==> src/design/erm_pkg.sv <==
// ----------------------------------------------------------------------------
// erm_pkg
// Shared types and constants of the echo range minimum filter.
// ----------------------------------------------------------------------------
`timescale 1ns / 1ps

package erm_pkg;

    localparam int STAMP_W          = 32;
    localparam int DIST_W           = 16;
    localparam int MUL_W            = 10;
    localparam int PROD_W           = STAMP_W + MUL_W;
    localparam int CFG_ADDR_W       = 2;
    localparam int WINDOW_DEPTH_DEF = 8;
    localparam int DIV_STEPS        = DIST_W;
    localparam int DIV_CNT_W        = $clog2(DIV_STEPS);

    localparam logic [MUL_W-1:0]  MM_PER_METRE     = MUL_W'(1000);
    localparam logic [DIST_W-1:0] MM_MAX           = {DIST_W{1'b1}};
    localparam logic [DIST_W-1:0] US_PER_METRE_RST = DIST_W'(5882);
    localparam logic [DIST_W-1:0] CAP_MM_RST       = DIST_W'(5000);

    // Configuration register indexes.
    localparam logic [CFG_ADDR_W-1:0] REG_US_PER_METRE = CFG_ADDR_W'(0);
    localparam logic [CFG_ADDR_W-1:0] REG_CAP_MM       = CFG_ADDR_W'(1);

    typedef enum logic [2:0] {
        ST_IDLE,
        ST_MUL,
        ST_CHECK,
        ST_DIV,
        ST_WRITE,
        ST_SCAN,
        ST_DRAIN,
        ST_OUT
    } erm_state_t;

    typedef struct packed {
        logic load_start;
        logic capture;
        logic mul;
        logic div_init;
        logic div_step;
        logic win_write;
        logic scan_read;
    } erm_cmd_t;

    typedef struct packed {
        logic sat;
        logic div_last;
        logic scan_last;
    } erm_status_t;

endpackage

==> src/design/erm_ctrl.sv <==
// ----------------------------------------------------------------------------
// erm_ctrl
// Sequencer that steps one echo edge through capture, scaling, division,
// window update and window scan.
// ----------------------------------------------------------------------------
`timescale 1ns / 1ps

module erm_ctrl (
    input  logic                 aclk,
    input  logic                 aresetn,
    input  logic                 s_valid,
    input  logic                 s_echo_level,
    output logic                 s_ready,
    output logic                 m_valid,
    input  logic                 m_ready,
    input  erm_pkg::erm_status_t status,
    output erm_pkg::erm_cmd_t    cmd
);
    import erm_pkg::*;

    erm_state_t state_reg;
    erm_state_t state_next;
    logic       accept;

    assign accept = s_valid && (state_reg == ST_IDLE);

    always_ff @(posedge aclk) begin
        if (!aresetn) begin
            state_reg <= ST_IDLE;
        end else begin
            state_reg <= state_next;
        end
    end

    always_comb begin
        state_next = state_reg;
        unique case (state_reg)
            ST_IDLE: begin
                if (accept && !s_echo_level) begin
                    state_next = ST_MUL;
                end
            end
            ST_MUL:   state_next = ST_CHECK;
            ST_CHECK: state_next = status.sat ? ST_WRITE : ST_DIV;
            ST_DIV: begin
                if (status.div_last) begin
                    state_next = ST_WRITE;
                end
            end
            ST_WRITE: state_next = ST_SCAN;
            ST_SCAN: begin
                if (status.scan_last) begin
                    state_next = ST_DRAIN;
                end
            end
            ST_DRAIN: state_next = ST_OUT;
            ST_OUT: begin
                if (m_ready) begin
                    state_next = ST_IDLE;
                end
            end
            default:  state_next = ST_IDLE;
        endcase
    end

    always_comb begin
        cmd     = '0;
        s_ready = 1'b0;
        m_valid = 1'b0;
        unique case (state_reg)
            ST_IDLE: begin
                s_ready        = 1'b1;
                cmd.load_start = accept && s_echo_level;
                cmd.capture    = accept && !s_echo_level;
            end
            ST_MUL:   cmd.mul       = 1'b1;
            ST_CHECK: cmd.div_init  = 1'b1;
            ST_DIV:   cmd.div_step  = 1'b1;
            ST_WRITE: cmd.win_write = 1'b1;
            ST_SCAN:  cmd.scan_read = 1'b1;
            ST_DRAIN: cmd           = '0;
            ST_OUT:   m_valid       = 1'b1;
            default:  cmd           = '0;
        endcase
    end

endmodule

==> src/design/erm_datapath.sv <==
// ----------------------------------------------------------------------------
// erm_datapath
// Configuration registers, pulse width capture, constant scaling, serial
// restoring divider with saturation, distance window memory and min scan.
// ----------------------------------------------------------------------------
`timescale 1ns / 1ps

module erm_datapath #(
    parameter int WINDOW_DEPTH = erm_pkg::WINDOW_DEPTH_DEF
) (
    input  logic                              aclk,
    input  logic                              aresetn,
    input  logic                              cfg_wr_en,
    input  logic [erm_pkg::CFG_ADDR_W-1:0]    cfg_addr,
    input  logic [erm_pkg::DIST_W-1:0]        cfg_wdata,
    input  logic [erm_pkg::STAMP_W-1:0]       s_stamp_us,
    input  erm_pkg::erm_cmd_t                 cmd,
    output erm_pkg::erm_status_t              status,
    output logic [erm_pkg::DIST_W-1:0]        raw_mm,
    output logic [erm_pkg::DIST_W-1:0]        min_mm
);
    import erm_pkg::*;

    localparam int                PTR_W    = (WINDOW_DEPTH > 1) ? $clog2(WINDOW_DEPTH) : 1;
    localparam logic [PTR_W-1:0]  PTR_LAST = PTR_W'(WINDOW_DEPTH - 1);
    localparam logic [DIV_CNT_W-1:0] DIV_LAST = DIV_CNT_W'(DIV_STEPS - 1);

    // Configuration and edge state.
    logic [DIST_W-1:0]    us_per_metre_reg, us_per_metre_next;
    logic [DIST_W-1:0]    cap_mm_reg, cap_mm_next;
    logic [STAMP_W-1:0]   start_stamp_reg, start_stamp_next;

    // Scaling and division.
    logic [STAMP_W-1:0]   width_reg, width_next;
    logic [PROD_W-1:0]    product_reg, product_next;
    logic [DIST_W-1:0]    rem_reg, rem_next;
    logic [DIST_W-1:0]    quo_reg, quo_next;
    logic [DIV_CNT_W-1:0] div_cnt_reg, div_cnt_next;

    // Window and scan.
    logic [DIST_W-1:0]       win_mem [WINDOW_DEPTH];
    logic [WINDOW_DEPTH-1:0] valid_reg, valid_next;
    logic [PTR_W-1:0]        wr_ptr_reg, wr_ptr_next;
    logic [PTR_W-1:0]        scan_idx_reg, scan_idx_next;
    logic                    rd_issued_reg;
    logic [DIST_W-1:0]       rd_data_reg;
    logic                    rd_valid_reg;
    logic [DIST_W-1:0]       min_reg, min_next;

    logic [DIST_W:0]         trial;
    logic [DIST_W:0]         trial_diff;
    logic                    trial_ge;
    logic                    sat;
    logic [DIST_W-1:0]       scan_val;

    // The quotient exceeds the output range exactly when the upper part of
    // the dividend already reaches the divisor. A zero divisor lands here too.
    assign sat = product_reg[PROD_W-1:DIST_W] >= (PROD_W - DIST_W)'(us_per_metre_reg);

    assign trial      = {rem_reg, quo_reg[DIST_W-1]};
    assign trial_diff = trial - {1'b0, us_per_metre_reg};
    assign trial_ge   = trial >= {1'b0, us_per_metre_reg};

    // A slot that was never written reads as the full-scale distance.
    assign scan_val = rd_valid_reg ? rd_data_reg : MM_MAX;

    always_comb begin
        us_per_metre_next = us_per_metre_reg;
        cap_mm_next       = cap_mm_reg;
        if (cfg_wr_en) begin
            unique case (cfg_addr)
                REG_US_PER_METRE: us_per_metre_next = cfg_wdata;
                REG_CAP_MM:       cap_mm_next       = cfg_wdata;
                default:          us_per_metre_next = us_per_metre_reg;
            endcase
        end
    end

    always_comb begin
        start_stamp_next = start_stamp_reg;
        width_next       = width_reg;
        product_next     = product_reg;
        rem_next         = rem_reg;
        quo_next         = quo_reg;
        div_cnt_next     = div_cnt_reg;
        valid_next       = valid_reg;
        wr_ptr_next      = wr_ptr_reg;
        scan_idx_next    = scan_idx_reg;
        min_next         = min_reg;

        if (cmd.load_start) begin
            start_stamp_next = s_stamp_us;
        end
        if (cmd.capture) begin
            width_next = s_stamp_us - start_stamp_reg;
        end
        if (cmd.mul) begin
            product_next = PROD_W'(width_reg) * PROD_W'(MM_PER_METRE);
        end
        if (cmd.div_init) begin
            rem_next     = product_reg[2*DIST_W-1:DIST_W];
            quo_next     = sat ? MM_MAX : product_reg[DIST_W-1:0];
            div_cnt_next = '0;
        end
        if (cmd.div_step) begin
            rem_next     = trial_ge ? trial_diff[DIST_W-1:0] : trial[DIST_W-1:0];
            quo_next     = {quo_reg[DIST_W-2:0], trial_ge};
            div_cnt_next = div_cnt_reg + 1'b1;
        end
        if (cmd.win_write) begin
            valid_next[wr_ptr_reg] = 1'b1;
            wr_ptr_next            = (wr_ptr_reg == PTR_LAST) ? '0 : wr_ptr_reg + 1'b1;
            scan_idx_next          = '0;
            min_next               = cap_mm_reg;
        end
        if (cmd.scan_read) begin
            scan_idx_next = scan_idx_reg + 1'b1;
        end
        if (rd_issued_reg && (scan_val < min_reg)) begin
            min_next = scan_val;
        end
    end

    always_ff @(posedge aclk) begin
        if (!aresetn) begin
            us_per_metre_reg <= US_PER_METRE_RST;
            cap_mm_reg       <= CAP_MM_RST;
            start_stamp_reg  <= '0;
            valid_reg        <= '0;
            wr_ptr_reg       <= '0;
            scan_idx_reg     <= '0;
            div_cnt_reg      <= '0;
            rd_issued_reg    <= 1'b0;
        end else begin
            us_per_metre_reg <= us_per_metre_next;
            cap_mm_reg       <= cap_mm_next;
            start_stamp_reg  <= start_stamp_next;
            valid_reg        <= valid_next;
            wr_ptr_reg       <= wr_ptr_next;
            scan_idx_reg     <= scan_idx_next;
            div_cnt_reg      <= div_cnt_next;
            rd_issued_reg    <= cmd.scan_read;
        end
    end

    always_ff @(posedge aclk) begin
        width_reg   <= width_next;
        product_reg <= product_next;
        rem_reg     <= rem_next;
        quo_reg     <= quo_next;
        min_reg     <= min_next;
    end

    always_ff @(posedge aclk) begin
        if (cmd.win_write) begin
            win_mem[wr_ptr_reg] <= quo_reg;
        end
    end

    always_ff @(posedge aclk) begin
        if (cmd.scan_read) begin
            rd_data_reg  <= win_mem[scan_idx_reg];
            rd_valid_reg <= valid_reg[scan_idx_reg];
        end
    end

    assign status.sat       = sat;
    assign status.div_last  = (div_cnt_reg == DIV_LAST);
    assign status.scan_last = (scan_idx_reg == PTR_LAST);

    assign raw_mm = quo_reg;
    assign min_mm = min_reg;

endmodule

==> src/design/echo_range_min_filter_unit.sv <==
// ----------------------------------------------------------------------------
// echo_range_min_filter_unit
// Echo pulse ranging with a sliding-window minimum over recent distances.
// ----------------------------------------------------------------------------
// Usage:
//   The s_ channel takes one echo edge per transaction: the line level after
//   the edge and its microsecond timestamp. A rising edge only records the
//   timestamp and is done in the cycle it is accepted. A falling edge yields
//   one m_ transaction with the raw distance and the window minimum capped
//   at cap_mm.
//   A falling edge passes through a multiply, a range check, 16 divider
//   steps that are skipped on saturation, a window write, WINDOW_DEPTH
//   reads of the window memory and a final compare before m_valid; the
//   pulse width is captured at the accepting edge. The divider works
//   serially in 16 steps and the window scan reads one slot at a time. One
//   edge is in flight at a time; s_ready is high only while the block is
//   empty, so a new falling edge is taken only after the result of the last
//   one has been taken. If the receiver stalls, the result holds on the m_
//   ports and s_ready stays low until the transaction completes.
//   Reset restores the register defaults, clears the start timestamp and the
//   window pointer, and marks every window slot as invalid, so that it reads as full scale. No clearing
//   pass is needed.
// ----------------------------------------------------------------------------
`timescale 1ns / 1ps

module echo_range_min_filter_unit #(
    parameter int WINDOW_DEPTH = erm_pkg::WINDOW_DEPTH_DEF
) (
    input  logic                           aclk,
    input  logic                           aresetn,
    input  logic                           cfg_wr_en,
    input  logic [erm_pkg::CFG_ADDR_W-1:0] cfg_addr,
    input  logic [erm_pkg::DIST_W-1:0]     cfg_wdata,
    input  logic                           s_valid,
    output logic                           s_ready,
    input  logic                           s_echo_level,
    input  logic [erm_pkg::STAMP_W-1:0]    s_stamp_us,
    output logic                           m_valid,
    input  logic                           m_ready,
    output logic [erm_pkg::DIST_W-1:0]     m_raw_mm,
    output logic [erm_pkg::DIST_W-1:0]     m_min_mm
);
    import erm_pkg::*;

    erm_cmd_t    cmd;
    erm_status_t status;

    erm_ctrl u_ctrl (
        .aclk         (aclk),
        .aresetn      (aresetn),
        .s_valid      (s_valid),
        .s_echo_level (s_echo_level),
        .s_ready      (s_ready),
        .m_valid      (m_valid),
        .m_ready      (m_ready),
        .status       (status),
        .cmd          (cmd)
    );

    erm_datapath #(
        .WINDOW_DEPTH (WINDOW_DEPTH)
    ) u_datapath (
        .aclk       (aclk),
        .aresetn    (aresetn),
        .cfg_wr_en  (cfg_wr_en),
        .cfg_addr   (cfg_addr),
        .cfg_wdata  (cfg_wdata),
        .s_stamp_us (s_stamp_us),
        .cmd        (cmd),
        .status     (status),
        .raw_mm     (m_raw_mm),
        .min_mm     (m_min_mm)
    );

endmodule

==> config.mk <==
export PLATFORM = sky130hd
export DESIGN_NAME = echo_range_min_filter_unit
export DESIGN_NICKNAME = d
export VERILOG_FILES = /design/src/design/erm_pkg.sv /design/src/design/erm_ctrl.sv /design/src/design/erm_datapath.sv /design/src/design/echo_range_min_filter_unit.sv
export SDC_FILE = /design/constraint.sdc
export NUM_CORES = 1
export LEC_CHECK = 0
export BUFFER_PORTS_ARGS = -buffer_cell sky130_fd_sc_hd__clkbuf_2
export CORE_MARGIN = 2
export CORE_UTILIZATION = 60
export CTS_CLUSTER_DIAMETER = 100
export CTS_CLUSTER_SIZE = 8
export DETAILED_ROUTE_END_ITERATION = 8
export PLACE_DENSITY = 0.78
export SLEW_MARGIN = 0
export SYNTH_ARGS = -nofsm -noshare
export SYNTH_HDL_FRONTEND = slang
export SYNTH_HIERARCHICAL = 1
export SYNTH_SLANG_ARGS = --single-unit
==> constraint.sdc <==
create_clock -name aclk -period 6.2 [get_ports aclk]
set_input_delay 1.24 -clock aclk [delete_from_list [all_inputs] [get_ports aclk]]
set_output_delay 1.24 -clock aclk [all_outputs]
set_load 0.02 [all_outputs]
==> results.py <==
metrics = {
    "synthesis": {
        "synthMuxAreaShare": 0.0772,
        "syn_avg_cell_area_um2": 11.6,
        "synth_area_um2": 21800,
        "synth_compound_area_frac": 0.100,
        "yosysMostFrequentCell": "edfxtp_1",
        "synthAdderAreaFrac": 0.206,
        "netlist_top_cells_count": "edfxtp_1, inv_1, ha_1",
        "synth_nets": 2235,
        "synth_edf_count": 264,
        "synth_top_family_by_area": "adder cells",
        "synth_seq_cells": 350,
        "yosys-top-cells-area": "edfxtp_1, fa_1, ha_1",
        "netlist_instances": 1891,
        "yosysWarnings": 6,
        "synth_area_leader_cell": "edfxtp_1",
        "synthXorXnorAreaFrac": 0.0293,
        "synth_simple_gate_area_frac": 0.0907,
        "synth_ff_type": "edfxtp_1",
        "async_flop_share": 0,
        "synth_top_area_frac": 0.363,
        "synth_cell_types": 80,
        "yosysSeqAreaShare": 0.442,
    },
    "power": {
        "p_per_area_nw_per_um2": 473,
        "vdd_drop_max_mv": 0.347,
        "p_leak_nw": 9.62,
    },
    "cells_and_area": {
        "drive_above_1_share": 0.127,
        "area_growth_pct": 10.8,
        "multi_input_area_um2": 11100,
        "nFillCells": 2594,
        "seq_area_um2": 9650,
        "postLayoutCoreUtil": 0.677,
        "fin_nets": 2326,
        "largest_reg_flops": 128,
        "diodes": 0,
    },
    "timing": {
        "max_freq_mhz": 198,
        "setup_violations": 0,
        "tightestPinTransition_ns": 1.19,
        "max-slew-margin-rel": 0.205,
        "rsz0062_at_grt": "false",
        "fin_skew_ns": 0.0323,
        "final.setup.tns_ns": 0,
        "period_share": 0.815,
        "fin_crit_ns": 5.05,
        "hold_viol": 0,
        "slew_viol_final": 0,
    },
    "critical_path": {
        "crit_fanout": 5,
        "cp.required_ns": 6.50,
        "crit_top_cell": "fa_1",
        "path_cells": "inv_1 -> fa_1 -> fa_1 -> fa_1 -> fa_1 -> inv_1 -> ha_1 -> a21oi_1 -> o22ai_1 -> o31ai_1 -> o22ai_1 -> or3_1 -> a21oi_2 -> o41ai_2 -> xor2_1",
        "worst_path_max_delay_cell": "fa_1",
        "crit_path_end_kind": "flop",
        "critical-path-max-stage-delay_ns": 0.54,
        "critPathKind": "reg -> reg",
        "crit_arrival_ns": 5.35,
        "start_kind": "flop",
    },
    "global_route": {
        "grt_max_degree": 56,
        "grt_pass1_wl_um": 73400,
        "grt_usage": 0.241,
        "first_global_vias": 14900,
        "antenna_found_initial": 0,
        "overflow": 0,
    },
    "clocking": {
        "clockBufferDepth": 3,
        "cts_sinks": 350,
        "cts_buffers": 49,
        "clockRootBuffer": "clkbuf_16",
        "hold_buffers": 0,
        "cts_resized": 0,
        "cts_setup_buffers": 0,
        "path_clk_slew_ns": 0.06,
        "cts_tree": "built",
        "htreeDepth": 2,
        "clock_latency_ns": 0.59,
    },
    "run": {
        "maxCapViolCount": 0,
    },
    "drt": {
        "vias_per_cell": 5.73,
        "via_count": 14200,
        "wl_per_cell_um": 17.8,
        "first_pass_iters": 5,
        "detail_route.iter0.violations": 955,
        "drt_wl_total_um": 44100,
        "ant_nets": 0,
        "drcViolationCount": 0,
    },
    "die": {
        "start_util": 0.611,
        "die_x_um": 195,
        "row_count": 69,
        "fp.coreArea_um2": 35700,
        "io_pins": 90,
        "die_h_um": 195,
        "die_area_um2": 37900,
    },
    "placed_design": {
        "hpwl_um": 32000,
        "io_buffers": 89,
        "place_congestion": 0.891,
    },
    "hold_path": {
        "holdCritPathClass": "reg -> reg",
    },
    "outcome": {
        "status": "complete, no violations",
    },
}
## power breakdown
group | total (mW) | internal, mW | switching (mW) | leakage [nW]
Sequential | 3.13 | 3.03 | 0.104 | 3.04
Combinational | 5.81 | 2.44 | 3.37 | 5.89
Clock | 2.51 | 1.51 | 1.00 | 0.690
## worst max-delay path, delay by kind of cell, from the launching register on
kind,cells,cell delay (ns)
adder cells (fa/ha/maj),5,2.32
AO/OA/AOI/OAI,6,1.23
flip-flops,1,0.43
AND/OR/NAND/NOR,1,0.36
buffers and inverters,2,0.26
XOR/XNOR,1,0.15
## cell families after synthesis
group / Yosys count
xor+xnor: 73
flops: 350
compound gates: 337
fa+ha+maj: 288
simple gates: 416
buf+inv: 306
mux: 121
## layout make-up
cell class,count,share of cell area
Timing Repair Buffer,98,0.0212
Clock inverter,3,0.00331
Sequential cell,350,0.399
Multi-Input combinational cell,1235,0.457
Tap cell,461,0.0238
Inverter,248,0.0384
Clock buffer,89,0.0573
## placed cells by master, fill, tap and decap left out, types with 22 or more instances in the layout
cell / n
edfxtp_1: 264
inv_1: 247
ha_1: 168
nor2_1: 122
a21oi_1: 122
nand2_1: 120
fa_1: 120
clkbuf_2: 89
dfxtp_1: 85
clkbuf_16: 49
xnor2_1: 49
nand2b_1: 48
mux2i_1: 48
clkbuf_1: 39
o21ai_0: 38
mux2_2: 34
mux4_2: 34
a21o_1: 32
xor2_1: 24
nand3_1: 22
## stage by stage
stage	total power [mW]	worst slack [ns]	instances	hold slack [ns]	instance area, um^2
final	11.4	1.15	2484	0.455	24200
after global placement	8.73	1.29	2392	0.441	22700
after detailed placement	8.91	1.19	2392	0.448	22700
after CTS	11.5	1.15	2484	0.456	24200
after global routing	12.4	0.879	2484	0.476	24200
after floorplan	7.70	1.57	1891	0.432	21800
## per-layer routing
metal  part of all wire  track usage
met1               0.41        0.302
met2               0.50        0.422
met3              0.056       0.0370
met4              0.032       0.0925
met5                  0            0
## final timing paths
path                                 to  cells past startpoint                       from  slack [ns]
max          u_datapath/product_reg[40]                     15   u_datapath/width_reg[13]        1.15
max reg2reg  u_datapath/product_reg[40]                     15   u_datapath/width_reg[13]        1.15
min           u_datapath/cap_mm_reg[14]                      2  u_datapath/cap_mm_reg[14]        0.46
min reg2reg   u_datapath/cap_mm_reg[14]                      2  u_datapath/cap_mm_reg[14]        0.46
Note: power is estimated with default switching activity, not from simulation.
